--- src/rtl/core/crp_pkg.sv ---
// crp_pkg: shared types and constants of the credential record parser
// no dependencies; used by every module of the parser
`timescale 1ns / 1ps

package crp_pkg;

    // one input beat: a record byte and its end-of-record flag
    typedef struct packed {
        logic [7:0] record_byte;
        logic       is_last;
    } crp_in_t;

    // one result beat: a field byte or an end-of-record summary
    typedef struct packed {
        logic        result_kind;
        logic [1:0]  field_select;
        logic [7:0]  payload_byte;
        logic        record_status;
        logic [31:0] sign_counter;
        logic [6:0]  user_id_length;
    } crp_out_t;

    // up to two results caused by one input beat, payload first
    typedef struct packed {
        logic     pay_valid;
        crp_out_t pay;
        logic     sum_valid;
        crp_out_t sum;
    } crp_emit_t;

    // record layout
    localparam logic [31:0] RECORD_MAGIC   = 32'h3144_4946;
    localparam logic [7:0]  RECORD_VERSION = 8'd1;
    localparam logic [6:0]  MIN_RECORD     = 7'd77;
    localparam logic [6:0]  HEADER_LAST    = 7'd73;
    localparam logic [6:0]  VERSION_POS    = 7'd4;
    localparam logic [6:0]  COUNT_FIRST    = 7'd6;
    localparam logic [6:0]  COUNT_LAST     = 7'd9;

    // parse phases
    localparam logic [2:0] PH_HEADER = 3'd0;
    localparam logic [2:0] PH_LEN0   = 3'd1;
    localparam logic [2:0] PH_FLD0   = 3'd2;
    localparam logic [2:0] PH_LEN1   = 3'd3;
    localparam logic [2:0] PH_FLD1   = 3'd4;
    localparam logic [2:0] PH_LEN2   = 3'd5;
    localparam logic [2:0] PH_FLD2   = 3'd6;
    localparam logic [2:0] PH_TRAIL  = 3'd7;

    // result codes
    localparam logic KIND_PAYLOAD = 1'b0;
    localparam logic KIND_SUMMARY = 1'b1;
    localparam logic STATUS_OK    = 1'b0;
    localparam logic STATUS_BAD   = 1'b1;

    // result queue geometry
    localparam int unsigned FIFO_DEPTH = 4;
    localparam int unsigned PTR_W      = 2;
    localparam int unsigned LEVEL_W    = 3;

endpackage

--- src/rtl/core/crp_stream_if.sv ---
// crp_stream_if: valid/ready channel carrying one payload struct per beat
// payload type is set per instance, normally from crp_pkg
`timescale 1ns / 1ps

interface crp_stream_if #(
    parameter type payload_t = logic
);
    logic     valid;
    logic     ready;
    payload_t payload;

    modport source (
        output valid,
        output payload,
        input  ready
    );

    modport sink (
        input  valid,
        input  payload,
        output ready
    );
endinterface

--- src/rtl/core/crp_parse_core.sv ---
// crp_parse_core: record parse state and per-byte result logic
// depends on crp_pkg
`timescale 1ns / 1ps

module crp_parse_core
    import crp_pkg::*;
#(
    parameter int unsigned PARTY_NAME_MAX = 64,
    parameter int unsigned USER_NAME_MAX  = 64,
    parameter int unsigned USER_ID_MAX    = 64
)
(
    input  logic      clk,
    input  logic      rst_n,
    input  logic      fire,
    input  crp_in_t   item,
    output crp_emit_t emit
);

    logic [6:0]  pos_reg,   pos_next;
    logic [2:0]  phase_reg, phase_next;
    logic [7:0]  rem_reg,   rem_next;
    logic [31:0] count_reg, count_next;
    logic        err_reg,   err_next;
    logic [6:0]  idc_reg,   idc_next;

    logic [7:0]  b;
    logic [1:0]  count_lane;
    logic        len_bad;
    logic [7:0]  rem_dec;
    logic        sum_bad;

    assign b          = item.record_byte;
    assign count_lane = 2'(pos_reg - COUNT_FIRST);

    // bound check of the length byte for the current field
    always_comb
    begin
        unique case (phase_reg)
            PH_LEN0: len_bad = (b >= 8'(PARTY_NAME_MAX));
            PH_LEN1: len_bad = (b >= 8'(USER_NAME_MAX));
            default: len_bad = (b > 8'(USER_ID_MAX));
        endcase
    end

    assign rem_dec = (rem_reg != 8'd0) ? rem_reg - 8'd1 : rem_reg;

    // next state and results for one accepted byte
    always_comb
    begin
        pos_next   = pos_reg;
        phase_next = phase_reg;
        rem_next   = rem_reg;
        count_next = count_reg;
        err_next   = err_reg;
        idc_next   = idc_reg;
        emit       = '0;
        sum_bad    = 1'b0;
        if (fire)
        begin
            if (pos_reg < MIN_RECORD)
            begin
                pos_next = pos_reg + 7'd1;
            end
            unique case (phase_reg)
                PH_HEADER:
                begin
                    if (pos_reg < VERSION_POS)
                    begin
                        if (b != RECORD_MAGIC[{pos_reg[1:0], 3'b000} +: 8])
                        begin
                            err_next = 1'b1;
                        end
                    end
                    else if (pos_reg == VERSION_POS)
                    begin
                        if (b != RECORD_VERSION)
                        begin
                            err_next = 1'b1;
                        end
                    end
                    else if (pos_reg >= COUNT_FIRST && pos_reg <= COUNT_LAST)
                    begin
                        count_next = count_reg | (32'(b) << {count_lane, 3'b000});
                    end
                    if (pos_reg >= HEADER_LAST)
                    begin
                        phase_next = PH_LEN0;
                    end
                end
                PH_LEN0, PH_LEN1, PH_LEN2:
                begin
                    if (phase_reg == PH_LEN2)
                    begin
                        idc_next = b[6:0];
                    end
                    if (len_bad)
                    begin
                        err_next   = 1'b1;
                        phase_next = PH_TRAIL;
                    end
                    else
                    begin
                        rem_next   = b;
                        phase_next = (b == 8'd0) ? phase_reg + 3'd2 : phase_reg + 3'd1;
                    end
                end
                PH_FLD0, PH_FLD1, PH_FLD2:
                begin
                    if (!err_reg)
                    begin
                        emit.pay_valid        = 1'b1;
                        emit.pay.result_kind  = KIND_PAYLOAD;
                        emit.pay.field_select = 2'((phase_reg - PH_FLD0) >> 1);
                        emit.pay.payload_byte = b;
                    end
                    rem_next = rem_dec;
                    if (rem_dec == 8'd0)
                    begin
                        phase_next = phase_reg + 3'd1;
                    end
                end
                default:
                begin
                    // trailing bytes are ignored
                end
            endcase

            // end of record: summary, then back to the header phase
            if (item.is_last)
            begin
                sum_bad = err_next || (pos_next < MIN_RECORD) || (phase_next != PH_TRAIL);
                emit.sum_valid          = 1'b1;
                emit.sum.result_kind    = KIND_SUMMARY;
                emit.sum.record_status  = sum_bad ? STATUS_BAD : STATUS_OK;
                emit.sum.sign_counter   = sum_bad ? 32'd0 : count_next;
                emit.sum.user_id_length = sum_bad ? 7'd0 : idc_next;
                pos_next   = '0;
                phase_next = PH_HEADER;
                rem_next   = '0;
                count_next = '0;
                err_next   = 1'b0;
                idc_next   = '0;
            end
        end
    end

    // parse state
    always_ff @(posedge clk or negedge rst_n)
    begin
        if (!rst_n)
        begin
            pos_reg   <= '0;
            phase_reg <= PH_HEADER;
            rem_reg   <= '0;
            count_reg <= '0;
            err_reg   <= 1'b0;
            idc_reg   <= '0;
        end
        else
        begin
            pos_reg   <= pos_next;
            phase_reg <= phase_next;
            rem_reg   <= rem_next;
            count_reg <= count_next;
            err_reg   <= err_next;
            idc_reg   <= idc_next;
        end
    end

endmodule

--- src/rtl/core/crp_result_fifo.sv ---
// crp_result_fifo: small result queue taking up to two beats per cycle
// depends on crp_pkg
`timescale 1ns / 1ps

module crp_result_fifo
    import crp_pkg::*;
(
    input  logic               clk,
    input  logic               rst_n,
    input  crp_emit_t          emit,
    input  logic               pop,
    output logic               not_empty,
    output crp_out_t           head,
    output logic [LEVEL_W-1:0] level
);

    crp_out_t           slot_reg [FIFO_DEPTH];
    logic [PTR_W-1:0]   wr_ptr_reg, wr_ptr_next;
    logic [PTR_W-1:0]   rd_ptr_reg, rd_ptr_next;
    logic [LEVEL_W-1:0] level_reg,  level_next;
    logic [PTR_W-1:0]   sum_slot;
    logic [1:0]         push_cnt;

    // summary goes behind the payload beat of the same byte
    assign sum_slot = wr_ptr_reg + PTR_W'(emit.pay_valid);
    assign push_cnt = 2'(emit.pay_valid) + 2'(emit.sum_valid);

    assign wr_ptr_next = wr_ptr_reg + PTR_W'(push_cnt);
    assign rd_ptr_next = rd_ptr_reg + PTR_W'(pop);
    assign level_next  = level_reg + LEVEL_W'(push_cnt) - LEVEL_W'(pop);

    assign not_empty = (level_reg != '0);
    assign head      = slot_reg[rd_ptr_reg];
    assign level     = level_reg;

    // queue pointers
    always_ff @(posedge clk or negedge rst_n)
    begin
        if (!rst_n)
        begin
            wr_ptr_reg <= '0;
            rd_ptr_reg <= '0;
            level_reg  <= '0;
        end
        else
        begin
            wr_ptr_reg <= wr_ptr_next;
            rd_ptr_reg <= rd_ptr_next;
            level_reg  <= level_next;
        end
    end

    // queue storage
    always_ff @(posedge clk)
    begin
        if (emit.pay_valid)
        begin
            slot_reg[wr_ptr_reg] <= emit.pay;
        end
        if (emit.sum_valid)
        begin
            slot_reg[sum_slot] <= emit.sum;
        end
    end

endmodule

--- src/rtl/core/credential_record_parser.sv ---
// credential_record_parser: top level of the streaming credential record parser
// depends on crp_pkg, crp_stream_if, crp_parse_core and crp_result_fifo
`timescale 1ns / 1ps

// Accepts one record byte per cycle and returns field bytes and one summary
// per record. A byte is registered on entry, parsed once the result queue has
// room for two beats, and its results land in a four-entry result queue. The
// input takes a new byte every cycle as long as the queue drains one beat per
// cycle; the last byte of a record that is a field byte can cause two beats,
// and the queue level then sets when the input stalls.
// Payload beats of a record whose summary reports malformed must be dropped
// by the consumer.
module credential_record_parser
    import crp_pkg::*;
#(
    parameter int unsigned PARTY_NAME_MAX = 64,
    parameter int unsigned USER_NAME_MAX  = 64,
    parameter int unsigned USER_ID_MAX    = 64
)
(
    input  logic          clk,
    input  logic          rst_n,
    crp_stream_if.sink    byte_stream,
    crp_stream_if.source  result_stream
);

    logic               stage_valid_reg, stage_valid_next;
    crp_in_t            stage_item_reg;
    logic               stage_fire;
    logic               in_fire;
    crp_emit_t          emit;
    logic [LEVEL_W-1:0] fifo_level;
    logic               fifo_not_empty;
    crp_out_t           fifo_head;

    // the staged byte moves on once the queue has room for two beats
    assign stage_fire        = stage_valid_reg && (fifo_level <= LEVEL_W'(FIFO_DEPTH - 2));
    assign byte_stream.ready = !stage_valid_reg || stage_fire;
    assign in_fire           = byte_stream.valid && byte_stream.ready;

    always_comb
    begin
        priority if (in_fire)
        begin
            stage_valid_next = 1'b1;
        end
        else if (stage_fire)
        begin
            stage_valid_next = 1'b0;
        end
        else
        begin
            stage_valid_next = stage_valid_reg;
        end
    end

    // input stage
    always_ff @(posedge clk or negedge rst_n)
    begin
        if (!rst_n)
        begin
            stage_valid_reg <= 1'b0;
        end
        else
        begin
            stage_valid_reg <= stage_valid_next;
        end
    end

    always_ff @(posedge clk)
    begin
        if (in_fire)
        begin
            stage_item_reg <= byte_stream.payload;
        end
    end

    crp_parse_core #(
        .PARTY_NAME_MAX (PARTY_NAME_MAX),
        .USER_NAME_MAX  (USER_NAME_MAX),
        .USER_ID_MAX    (USER_ID_MAX)
    ) u_parse (
        .clk   (clk),
        .rst_n (rst_n),
        .fire  (stage_fire),
        .item  (stage_item_reg),
        .emit  (emit)
    );

    crp_result_fifo u_fifo (
        .clk       (clk),
        .rst_n     (rst_n),
        .emit      (emit),
        .pop       (result_stream.valid && result_stream.ready),
        .not_empty (fifo_not_empty),
        .head      (fifo_head),
        .level     (fifo_level)
    );

    // output channel
    assign result_stream.valid   = fifo_not_empty;
    assign result_stream.payload = fifo_head;

    // result queue never overfills
    assert property (@(posedge clk) disable iff (!rst_n)
        fifo_level <= LEVEL_W'(FIFO_DEPTH))
        else $error("result queue overflow");

    // a byte held in the input stage is not lost
    assert property (@(posedge clk) disable iff (!rst_n)
        stage_valid_reg && !stage_fire |=> stage_valid_reg)
        else $error("staged byte dropped");

    // a malformed summary carries no count or length
    assert property (@(posedge clk) disable iff (!rst_n)
        result_stream.valid && result_stream.payload.result_kind == KIND_SUMMARY &&
        result_stream.payload.record_status == STATUS_BAD |->
        result_stream.payload.sign_counter == 32'd0 &&
        result_stream.payload.user_id_length == 7'd0)
        else $error("malformed summary with nonzero fields");

endmodule

--- src/flat_wrapper.sv ---
// flat-port wrapper written by rule: the top's interface ports become plain ports
module credential_record_parser_flat import crp_pkg::*;
#(
    parameter int unsigned PARTY_NAME_MAX = 64,
    parameter int unsigned USER_NAME_MAX  = 64,
    parameter int unsigned USER_ID_MAX    = 64
)
  (clk, rst_n, byte_stream_valid, byte_stream_payload, byte_stream_ready, result_stream_valid, result_stream_payload, result_stream_ready);
  crp_stream_if #(.payload_t(crp_in_t)) byte_stream_i ();
  crp_stream_if #(.payload_t(crp_out_t)) result_stream_i ();
  input  logic clk;
  input  logic rst_n;
  input wire logic [$bits(byte_stream_i.valid)-1:0] byte_stream_valid;
  input wire logic [$bits(byte_stream_i.payload)-1:0] byte_stream_payload;
  output wire logic [$bits(byte_stream_i.ready)-1:0] byte_stream_ready;
  output wire logic [$bits(result_stream_i.valid)-1:0] result_stream_valid;
  output wire logic [$bits(result_stream_i.payload)-1:0] result_stream_payload;
  input wire logic [$bits(result_stream_i.ready)-1:0] result_stream_ready;
  assign byte_stream_i.valid = byte_stream_valid;
  assign byte_stream_i.payload = byte_stream_payload;
  assign byte_stream_ready = byte_stream_i.ready;
  assign result_stream_valid = result_stream_i.valid;
  assign result_stream_payload = result_stream_i.payload;
  assign result_stream_i.ready = result_stream_ready;
  credential_record_parser #(.PARTY_NAME_MAX(PARTY_NAME_MAX), .USER_NAME_MAX(USER_NAME_MAX), .USER_ID_MAX(USER_ID_MAX)) u_core (.clk(clk), .rst_n(rst_n), .byte_stream(byte_stream_i), .result_stream(result_stream_i));
endmodule
--- config.mk ---
export PLATFORM = sky130hd
export DESIGN_NAME = credential_record_parser_flat
export DESIGN_NICKNAME = d
export VERILOG_FILES = /design/src/rtl/core/crp_pkg.sv /design/src/rtl/core/crp_stream_if.sv /design/src/rtl/core/crp_parse_core.sv /design/src/rtl/core/crp_result_fifo.sv /design/src/rtl/core/credential_record_parser.sv /design/src/flat_wrapper.sv
export SDC_FILE = /design/constraint.sdc
export NUM_CORES = 1
export LEC_CHECK = 0
export BUFFER_PORTS_ARGS = -buffer_cell sky130_fd_sc_hd__buf_2
export CAP_MARGIN = 25
export CORE_ASPECT_RATIO = 2
export CORE_UTILIZATION = 50
export CTS_CLUSTER_DIAMETER = 120
export DETAILED_ROUTE_END_ITERATION = 6
export MAX_ROUTING_LAYER = met4
export PLACE_DENSITY_LB_ADDON = 0.12
export SYNTH_ARGS = -nofsm -noshare
export SYNTH_HDL_FRONTEND = slang
export SYNTH_SLANG_ARGS = --single-unit
--- constraint.sdc ---
create_clock -name clk -period 5.3 [get_ports clk]
set_input_delay 1.06 -clock clk [delete_from_list [all_inputs] [get_ports clk]]
set_output_delay 1.06 -clock clk [all_outputs]
set_load 0.01 [all_outputs]
==> out/results.txt, run 1 <==
Status = finished clean
Setup bufs post-CTS = 0
Clock root buffer = clkbuf_16
Die H = 242.2 µm
Final global-route overflow total = 0
Dpl hpwl = 21410 µm
CTS resizes = 0
Setup WS pre-CTS = 1.641 ns
Drt pass-1 iters = 4
Final #Nets = 1304
Die W = 122.1 µm
Share of cells above drive strength 1 = 0.2455
Number of synthesized flops with an enable pin = 173
Pwr per Cell Area = 546.6 mW/mm²
RSZ-0062 raised after global routing = no
Largest net degree at the start of global routing = 157
Vias = 9789
Area growth from synthesis to layout = 9.253%
Drt initial violations = 678
CTS max path bufs = 3
# diodes = 0
PnR worst setup slack = 1.567 ns
Number of fillers in the final layout = 2500
Synth async-reset ratio = 0.2366
Number of remaining DRC errors = 0
Syn Nets = 1298
Seq cells post-synth = 279
Worst Path Required = 5.56 ns
WP data arrival = 3.99 ns
Antenna violations before repair = 0
Mean Syn Cell Area = 11.41 µm²
Die area = 0.02958 mm²
Clock transition at path regs = 0.06 ns
Non-Filler Instances = 1647
Mapped Area = 0.01443 mm²
Hold/Removal Path Class = reg2reg
WL per Instance = 21.91 µm
Ys flop type = edfxtp_1
Fmax = 267.9 MHz
Area contributors post-synth = edfxtp_1 (36%), dfrtp_1 (11%), mux4_2 (8.0%), nor3_2 (7.7%), nand2_1 (5.6%)
Final ANT Viol Nets = 0
Sequential share of the synthesized area = 0.5300
Area share of the largest cell type after synthesis = 0.3601
Design Area, Final = 0.01576 mm²
Tcrit/Tclk final = 0.7044
Hold WS = 0.4525 ns
CTS hold repair buffers = 0
IO buf count = 65
CP cell instances = inv_1 -> ha_1 -> nor2_1 -> o21ai_0 -> a221oi_1 -> a21boi_0 -> a2bb2oi_1 -> o311ai_4 -> buf_12 -> nor3_1
Leakage = 5.662 nW
Clock sinks = 279
Nature of the critical path endpoint = register
Final setup viols = 0
Placed Cells = 1599
H-tree depth = 1
Critical path type = reg2reg
First-pass GRT wire length = 57510 µm
Number of global-route vias before repair = 10280
Sequential Area = 0.007652 mm²
TNS Setup = 0 ns
Post-synth top area cell = edfxtp_1
Syn Inst Count = 1265
Hold Fails Final Rpt = 0
Post-layout util = 0.5569
Placed Area = 0.01496 mm²
Initial Util = 0.5098
Worst Clk Skew = 0.02628 ns
Synth warnings = 0
Total track usage = 0.2618
VDD IR max = 0.0007453 V
I/O pin count = 66
CTS tree = built
Crit-path max cell delay = 0.67 ns
Multi-input logic area = 0.006150 mm²
Core area = 0.02830 mm²
CTS Buf Count = 26
Slew @ Worst Pin = 1.046 ns
Crit path max fanout = 80
Min Clock Period, post-route = 3.733 ns
Rows = 87
Final max-slew violation count = 0
MaxCap Viol Count = 0
Drt total wl = 36090 µm
Kind of start point of the critical path = register
Max reg flops = 204
Pwr Total = 8.615 mW
Vias per inst = 5.944
RePlAce Congestion = 0.8630
Clock Latency Late Sink = 0.56 ns
Slew margin rel. = 0.3028
Slowest stage cell, crit path = dfrtp_1
Cell variety after synth = 71
==> routing by layer <==
metal,vias to the layer above,track usage,wire length (µm)
li1,4585,-,-
met1,4928,0.3013,13990
met2,208,0.4666,19710
met3,68,0.02283,1138
met4,0,0.09397,1258
met5,-,-,0
==> final cells by class <==
class                   instances  share of cell area
clock buffers                  42             0.04596
repair buffers                 94             0.04001
flip-flops and latches        279              0.4855
clock inverters                 6            0.004683
well taps                     356             0.02826
inverters                      23            0.005477
multi-input cells             847              0.3901
==> final timing paths <==
path | end | cells past startpoint | slack (ns) | start
worst max-delay path | u_core.u_fifo.slot_reg[3][5] | 10 | 1.57 | u_core.u_parse.phase_reg[1]
worst min-delay path | u_core.u_fifo.slot_reg[1][41] | 2 | 0.45 | u_core.u_fifo.slot_reg[1][41]
worst max register to register | u_core.u_fifo.slot_reg[3][5] | 10 | 1.57 | u_core.u_parse.phase_reg[1]
worst min register to register | u_core.u_fifo.slot_reg[1][41] | 2 | 0.45 | u_core.u_fifo.slot_reg[1][41]
max in group asynchronous | u_core.u_parse.count_reg[31] | 2 | 3.72 | rst_n
min in group asynchronous | u_core.u_fifo.level[0] | 1 | 0.54 | rst_n
==> kinds of logic (layout without fill, tap and decap cells) <==
family,Yosys count,after routing,synth area share
simple gates,542,542,0.2078
compound gates,190,190,0.08959
fa+ha+maj,20,20,0.01787
buf+inv,139,165,0.04553
xor+xnor,13,13,0.007892
flops,279,279,0.5300
mux,82,82,0.1013
==> Yosys cell counts (all sizes together), types with 3 or more instances <==
| master | n |
|---|---|
| ha | 19 |
| or4 | 4 |
| nand2 | 216 |
| o31ai | 7 |
| a211oi | 7 |
| buf | 37 |
| dfrtp | 66 |
| nand2b | 5 |
| nand4 | 3 |
| a21boi | 12 |
| o41ai | 4 |
| o211ai | 3 |
| inv | 23 |
| o211a | 7 |
| xor2 | 6 |
| a31oi | 5 |
| edfxtp | 173 |
| dfxtp | 40 |
| a21oi | 62 |
| a22oi | 3 |
| nand3 | 10 |
| o22ai | 5 |
| mux4 | 51 |
| or3 | 4 |
| o311ai | 3 |
| and2 | 9 |
| a31o | 4 |
| nor2 | 94 |
| a21o | 27 |
| clkbuf | 79 |
| xnor2 | 7 |
| nor4 | 5 |
| o21ai | 25 |
| or2 | 4 |
| nor3 | 169 |
| o21a | 4 |
| and3 | 7 |
| mux2i | 29 |
==> cells in the final DEF, fill, tap and decap left out, drive strengths merged, types with 27 or more instances in the layout <==
cell    synthesis  layout
nor2           94      94
a21o           27      27
mux2i          29      29
dfrtp          66      66
nor3          169     169
buf            37      94
mux4           51      51
nand2         216     216
clkbuf         79      42
dfxtp          40      40
edfxtp        173     173
a21oi          62      62
==> worst max-delay path: cells and delay by family (launching register included) <==
family | cells | cell delay [ns]
compound gates | 5 | 1.38
simple gates | 2 | 0.42
buf+inv | 2 | 0.58
flops | 1 | 0.67
fa+ha+maj | 1 | 0.29
==> power breakdown <==
| part | total (mW) | switching, mW | internal (mW) |
|---|---|---|---|
| logic | 3.49 | 2.22 | 1.27 |
| clock network | 1.81 | 0.822 | 0.992 |
| registers | 3.31 | 0.465 | 2.84 |
No activity file was read; power rests on OpenSTA's default activity.
==> inputs of run 2 (changes only) <==
Clock period 5.3 ns to 3.6 ns, I/O delays scaled along.
==> out/results.txt, run 2 (synthesis results as in run 1) <==
Status = finished clean
Max reg flops = 204 (unchanged)
Final ANT Viol Nets = 0 (unchanged)
Clock Latency Late Sink = 0.56 ns (about the same)
Die W = 122.1 µm (unchanged)
Number of global-route vias before repair = 10390 (+0.99%)
RePlAce Congestion = 0.8864 (+2.7%)
Number of remaining DRC errors = 0 (unchanged)
Final global-route overflow total = 0 (unchanged)
Worst Clk Skew = 0.02760 ns (+0.001325 ns)
Die H = 242.2 µm (unchanged)
RSZ-0062 raised after global routing = no
Min Clock Period, post-route = 3.303 ns (-0.4304 ns)
Hold Fails Final Rpt = 0 (unchanged)
Initial Util = 0.5098 (unchanged)
VDD IR max = 0.0006365 V (-15%)
Vias per inst = 5.920 (-0.39%)
# diodes = 0 (unchanged)
Clock root buffer = clkbuf_16
Final setup viols = 0 (unchanged)
Drt pass-1 iters = 5 (+1)
Pwr Total = 13.31 mW (+55%)
Hold/Removal Path Class = in2async
CTS Buf Count = 25 (-3.8%)
WL per Instance = 22.02 µm (+0.47%)
Clock sinks = 279 (unchanged)
CP cell instances = inv_1 -> ha_1 -> or3b_2 -> a211oi_2 -> o21ai_1 -> or3b_1 -> and3_4 -> o311ai_4 -> buf_12 -> buf_12 -> nor3_1
Setup WS pre-CTS = 0.2601 ns (-1.381 ns)
Critical path type = reg2reg
Clock transition at path regs = 0.07 ns (about the same)
WP data arrival = 3.59 ns (-0.40 ns)
Final #Nets = 1339 (+2.7%)
Fmax = 302.8 MHz (+13%)
H-tree depth = 1 (unchanged)
Drt initial violations = 715 (+5.5%)
CTS hold repair buffers = 0 (unchanged)
Slowest stage cell, crit path = or3b_2
Commonest non-fill, non-tap cell in the layout = nand2_1
Core area = 0.02830 mm² (unchanged)
Highest-count cells in the layout ignoring fill and taps = nand2_1 (213), edfxtp_1 (173), nor3_2 (113), nor2_1 (93), buf_2 (65)
Vias = 9952 (+1.7%)
Share of cells above drive strength 1 = 0.2702 (+0.02464)
Number of fillers in the final layout = 2486 (-0.56%)
Worst Path Required = 3.89 ns (-1.67 ns)
Design Area, Final = 0.01624 mm² (+3.0%)
Placed Area = 0.01542 mm² (+3.1%)
I/O pin count = 66 (unchanged)
Leakage = 5.920 nW (+4.5%)
Final max-slew violation count = 0 (unchanged)
Kind of start point of the critical path = register
Largest net degree at the start of global routing = 52 (-67%)
CTS resizes = 0 (unchanged)
Nature of the critical path endpoint = register
Hold WS = 0.2276 ns (-0.2249 ns)
Total track usage = 0.2680 (+0.006245)
Die area = 0.02958 mm² (unchanged)
IO buf count = 65 (unchanged)
Tcrit/Tclk final = 0.9174 (+0.2131)
TNS Setup = 0 ns (unchanged)
Setup bufs post-CTS = 0 (unchanged)
CTS tree = built
Drt total wl = 37010 µm (+2.5%)
Rows = 87 (unchanged)
CP most frequent cell = buf_12
Dpl hpwl = 23290 µm (+8.8%)
Slew margin rel. = 0.4932 (+0.1904)
Antenna violations before repair = 0 (unchanged)
Area growth from synthesis to layout = 12.57%
Crit path max fanout = 32 (-60%)
PnR worst setup slack = 0.2972 ns (-1.270 ns)
First-pass GRT wire length = 57970 µm (+0.80%)
Pwr per Cell Area = 819.7 mW/mm² (+50%)
Crit-path max cell delay = 0.49 ns (-0.18 ns)
Slew @ Worst Pin = 0.7602 ns (-0.2857 ns)
MaxCap Viol Count = 0 (unchanged)
CTS max path bufs = 3 (unchanged)
[run 2: area by class of cell]
| class | instances | area, µm² | share of cell area |
|---|---|---|---|
| clock inverters | 5 | 53.80 | 0.003313 |
| clock buffers | 41 | 755.7 | 0.04653 |
| repair buffers | 130 | 1089 | 0.06703 |
| well taps | 356 | 445.4 | 0.02743 |
| inverters | 23 | 86.33 | 0.005316 |
| multi-input cells | 847 | 6158 | 0.3792 |
| flip-flops and latches | 279 | 7652 | 0.4712 |
[run 2: final timing paths]
check                                                 to  cells past startpoint  slack, ns                          start
setup / recovery           u_core.u_fifo.slot_reg[1][27]                     11       0.30      u_core.u_parse.rem_reg[1]
hold / removal                    u_core.u_fifo.level[2]                      1       0.23                          rst_n
setup reg to reg           u_core.u_fifo.slot_reg[1][27]                     11       0.30      u_core.u_parse.rem_reg[1]
hold reg to reg            u_core.u_fifo.slot_reg[1][41]                      2       0.45  u_core.u_fifo.slot_reg[1][41]
max in group asynchronous   u_core.u_parse.count_reg[29]                      2       2.51                          rst_n
min in group clk                u_core.stage_item_reg[4]                      1       0.36         byte_stream_payload[4]
[run 2: through the flow]
step / cells / utilization
after floorplan: 1265 / -
after global placement: 1635 / 0.5449
after detailed placement: 1635 / 0.5449
after CTS: 1681 / 0.5735
after global routing: 1681 / 0.5738
final: 1681 / 0.5738
[run 2: critical path, delay by kind of cell (launching register included)]
kind	cells	cell delay (ns)
fa+ha+maj	1	0.22
compound gates	3	0.63
flops	1	0.42
buf+inv	3	0.57
simple gates	4	1.19
[run 2: per-layer routing]
metal | vias to the layer above | track usage | routed length, µm
met5 | - | - | 0
met4 | 0 | 0.1230 | 1606
met3 | 81 | 0.02754 | 1328
met2 | 243 | 0.4849 | 20540
met1 | 4958 | 0.2870 | 13540
li1 | 4670 | - | -
[run 2: where the power goes]
group	switching [mW]	internal [mW]
logic	3.58	2.32
registers	0.519	4.19
clock network	1.21	1.50
total	5.30	8.01
==> inputs of run 3 (changes only) <==
Settings changed: MAX_ROUTING_LAYER met4 to unset.
==> out/results.txt, run 3 (synthesis results as in run 1) <==
Hold/Removal Path Class = in2async
Setup bufs post-CTS = 0 (unchanged)
Fmax = 294.9 MHz (-2.6%)
Final max-slew violation count = 0 (unchanged)
Reg power frac = 0.355 (about the same)
Reg2reg end = u_core.u_fifo.slot_reg[3][0]
CTS max path bufs = 3 (unchanged)
Final ANT Viol Nets = 0 (unchanged)
Max layer used = met4
Final global-route overflow total = 0 (unchanged)
Clock power share = 0.212 (+0.008)
Worst r2r src = u_core.u_parse.phase_reg[0]
CTS hold repair buffers = 0 (unchanged)
Rows = 87 (unchanged)
WL per Instance = 21.87 µm (-0.66%)
P_sw = 5.303 mW (about the same)
Min Clock Period, post-route = 3.392 ns (+0.08874 ns)
Share of cells above drive strength 1 = 0.2709 (+0.0007547)
CTS Buf Count = 26 (+4.0%)
Tcrit/Tclk final = 0.9421 (+0.02465)
Reg2reg setup slack = 0.21 ns (-0.09 ns)
Max reg flops = 204 (unchanged)
Crit path capture = u_core.u_fifo.slot_reg[3][0]
H-tree depth = 1 (unchanged)
Int Power = 7.947 mW (-0.80%)
Clock sinks = 279 (unchanged)
# diodes = 0 (unchanged)
Nature of the critical path endpoint = register
Clock root buffer = clkbuf_16
WP data arrival = 3.77 ns (+0.18 ns)
Final #Nets = 1338 (-0.075%)
Kind of start point of the critical path = register
First-pass GRT wire length = 57730 µm (-0.43%)
Drt pass-1 iters = 5 (unchanged)
RePlAce Congestion = 0.9082 (+2.5%)
Number of remaining DRC errors = 0 (unchanged)
Post-layout util = 0.5733 (about the same)
PnR worst setup slack = 0.2085 ns (-0.08874 ns)
Routed length on met2 = 20220 µm (-1.6%)
Core area = 0.02830 mm² (unchanged)
Clock transition at path regs = 0.07 ns (about the same)
Number of global-route vias before repair = 10130 (-2.5%)
Leakage = 5.919 nW (about the same)
Crit path max fanout = 40 (+25%)
Pwr Total = 13.25 mW (-0.47%)
Clock Latency Late Sink = 0.54 ns (-0.02 ns)
Slew @ Worst Pin = 0.8345 ns (+0.07436 ns)
Final setup viols = 0 (unchanged)
Non-Filler Instances = 1681 (unchanged)
Placed Cells = 1633 (-0.12%)
Hold WS = 0.2342 ns (+0.006637 ns)
Status = finished clean
CTS tree = built
Largest net degree at the start of global routing = 76 (+46%)
VDD IR max = 0.0008645 V (+36%)
Vias = 9903 (-0.49%)
MaxCap Viol Count = 0 (unchanged)
Worst Path Required = 3.98 ns (+0.09 ns)
Placed Area = 0.01537 mm² (-0.34%)
Setup WS pre-CTS = 0.2234 ns (-0.03670 ns)
Dpl hpwl = 23450 µm (+0.67%)
Vias per inst = 5.891 (-0.49%)
Highest-count cells in the layout ignoring fill and taps = nand2_1 (213), edfxtp_1 (173), nor3_2 (113), nor2_1 (94), buf_2 (65)
Logic pwr share = 0.434 (-0.009)
Sw frac = 0.4002 (+0.002016)
CP startpoint = u_core.u_parse.phase_reg[0]
Die area = 0.02958 mm² (unchanged)
Initial Util = 0.5098 (unchanged)
Commonest non-fill, non-tap cell in the layout = nand2_1
Area growth from synthesis to layout = 12.47% (about the same)
TNS Setup = 0 ns (unchanged)
WL met3 = 1453 µm (+9.4%)
Antenna violations before repair = 0 (unchanged)
Worst Clk Skew = 0.01149 ns (-0.01611 ns)
Critical path type = reg2reg
Hold Fails Final Rpt = 0 (unchanged)
Drt initial violations = 723 (+1.1%)
Die H = 242.2 µm (unchanged)
Die W = 122.1 µm (unchanged)
Slew margin rel. = 0.4437 (-0.04957)
I/O pin count = 66 (unchanged)
Design Area, Final = 0.01623 mm² (about the same)
RSZ-0062 raised after global routing = no
CTS resizes = 0 (unchanged)
IO buf count = 65 (unchanged)
Drt total wl = 36770 µm (-0.66%)
M1 WL = 13910 µm (+2.7%)
Total track usage = 0.2585 (-0.009482)
Pwr per Cell Area = 816.6 mW/mm² (-0.38%)
Worst-case reg-to-reg path depth = 11 (unchanged)
-- run 3: cell types whose count changed in the layout (fill, tap and decap cells not counted), sizes merged --
cell	change
bufinv	+1
clkinv	+9
inv	+1
buf	-2
clkbuf	-9
-- run 3: worst max-delay path, stage by stage, from the launching register on --
cell and delay [ns]:
dfrtp_1 0.47, ha_1 0.24, ha_1 0.24, or4_1 0.63, o21ai_0 0.15, a221oi_1 0.14
a21boi_0 0.19, a2bb2oi_1 0.37, o311ai_4 0.16, buf_12 0.19, buf_12 0.19, nor3_1 0.21
-- run 3: power by group through the flow --
stage | combinational (mW) | sequential, mW | clock, mW
finish | 5.75 | 4.70 | 2.80
global route | 6.22 | 4.79 | 2.96
CTS | 5.80 | 4.71 | 2.86
detailed placement | 5.79 | 4.77 | 0
global placement | 5.77 | 4.75 | 0
floorplan | 3.95 | 4.47 | 0
-- run 3: final cells by class --
| cell class | instances | area (µm²) |
|---|---|---|
| fillers | 2442 | 12080 |
| flip-flops and latches | 279 | 7652 |
| multi-input cells | 847 | 6150 |
| repair buffers | 128 | 1036 |
| clock buffers | 32 | 718.2 |
| well taps | 356 | 445.4 |
| clock inverters | 16 | 138.9 |
| inverters | 23 | 86.33 |
-- run 3: how the worst min path moves through the flow --
stage	from	end	slack (ns)	cells after the start
CTS	rst_n	u_core.u_parse.idc_reg[6]	0.23	1
detailed placement	u_core.u_fifo.slot_reg[1][41]	u_core.u_fifo.slot_reg[1][41]	0.45	2
floorplan	rst_n	u_core.stage_valid_reg	0.42	0
global placement	u_core.u_fifo.slot_reg[1][46]	u_core.u_fifo.slot_reg[1][46]	0.44	2
finish	rst_n	u_core.u_fifo.rd_ptr_reg[1]	0.23	1
global route	rst_n	u_core.u_fifo.wr_ptr_reg[0]	0.28	1
-- run 3: layer usage --
layer  global-route usage  vias up
li1                     -     4666
met1               0.3054     4970
met2               0.4732      210
met3              0.02754       57
met4              0.09397        0
met5                    0        -
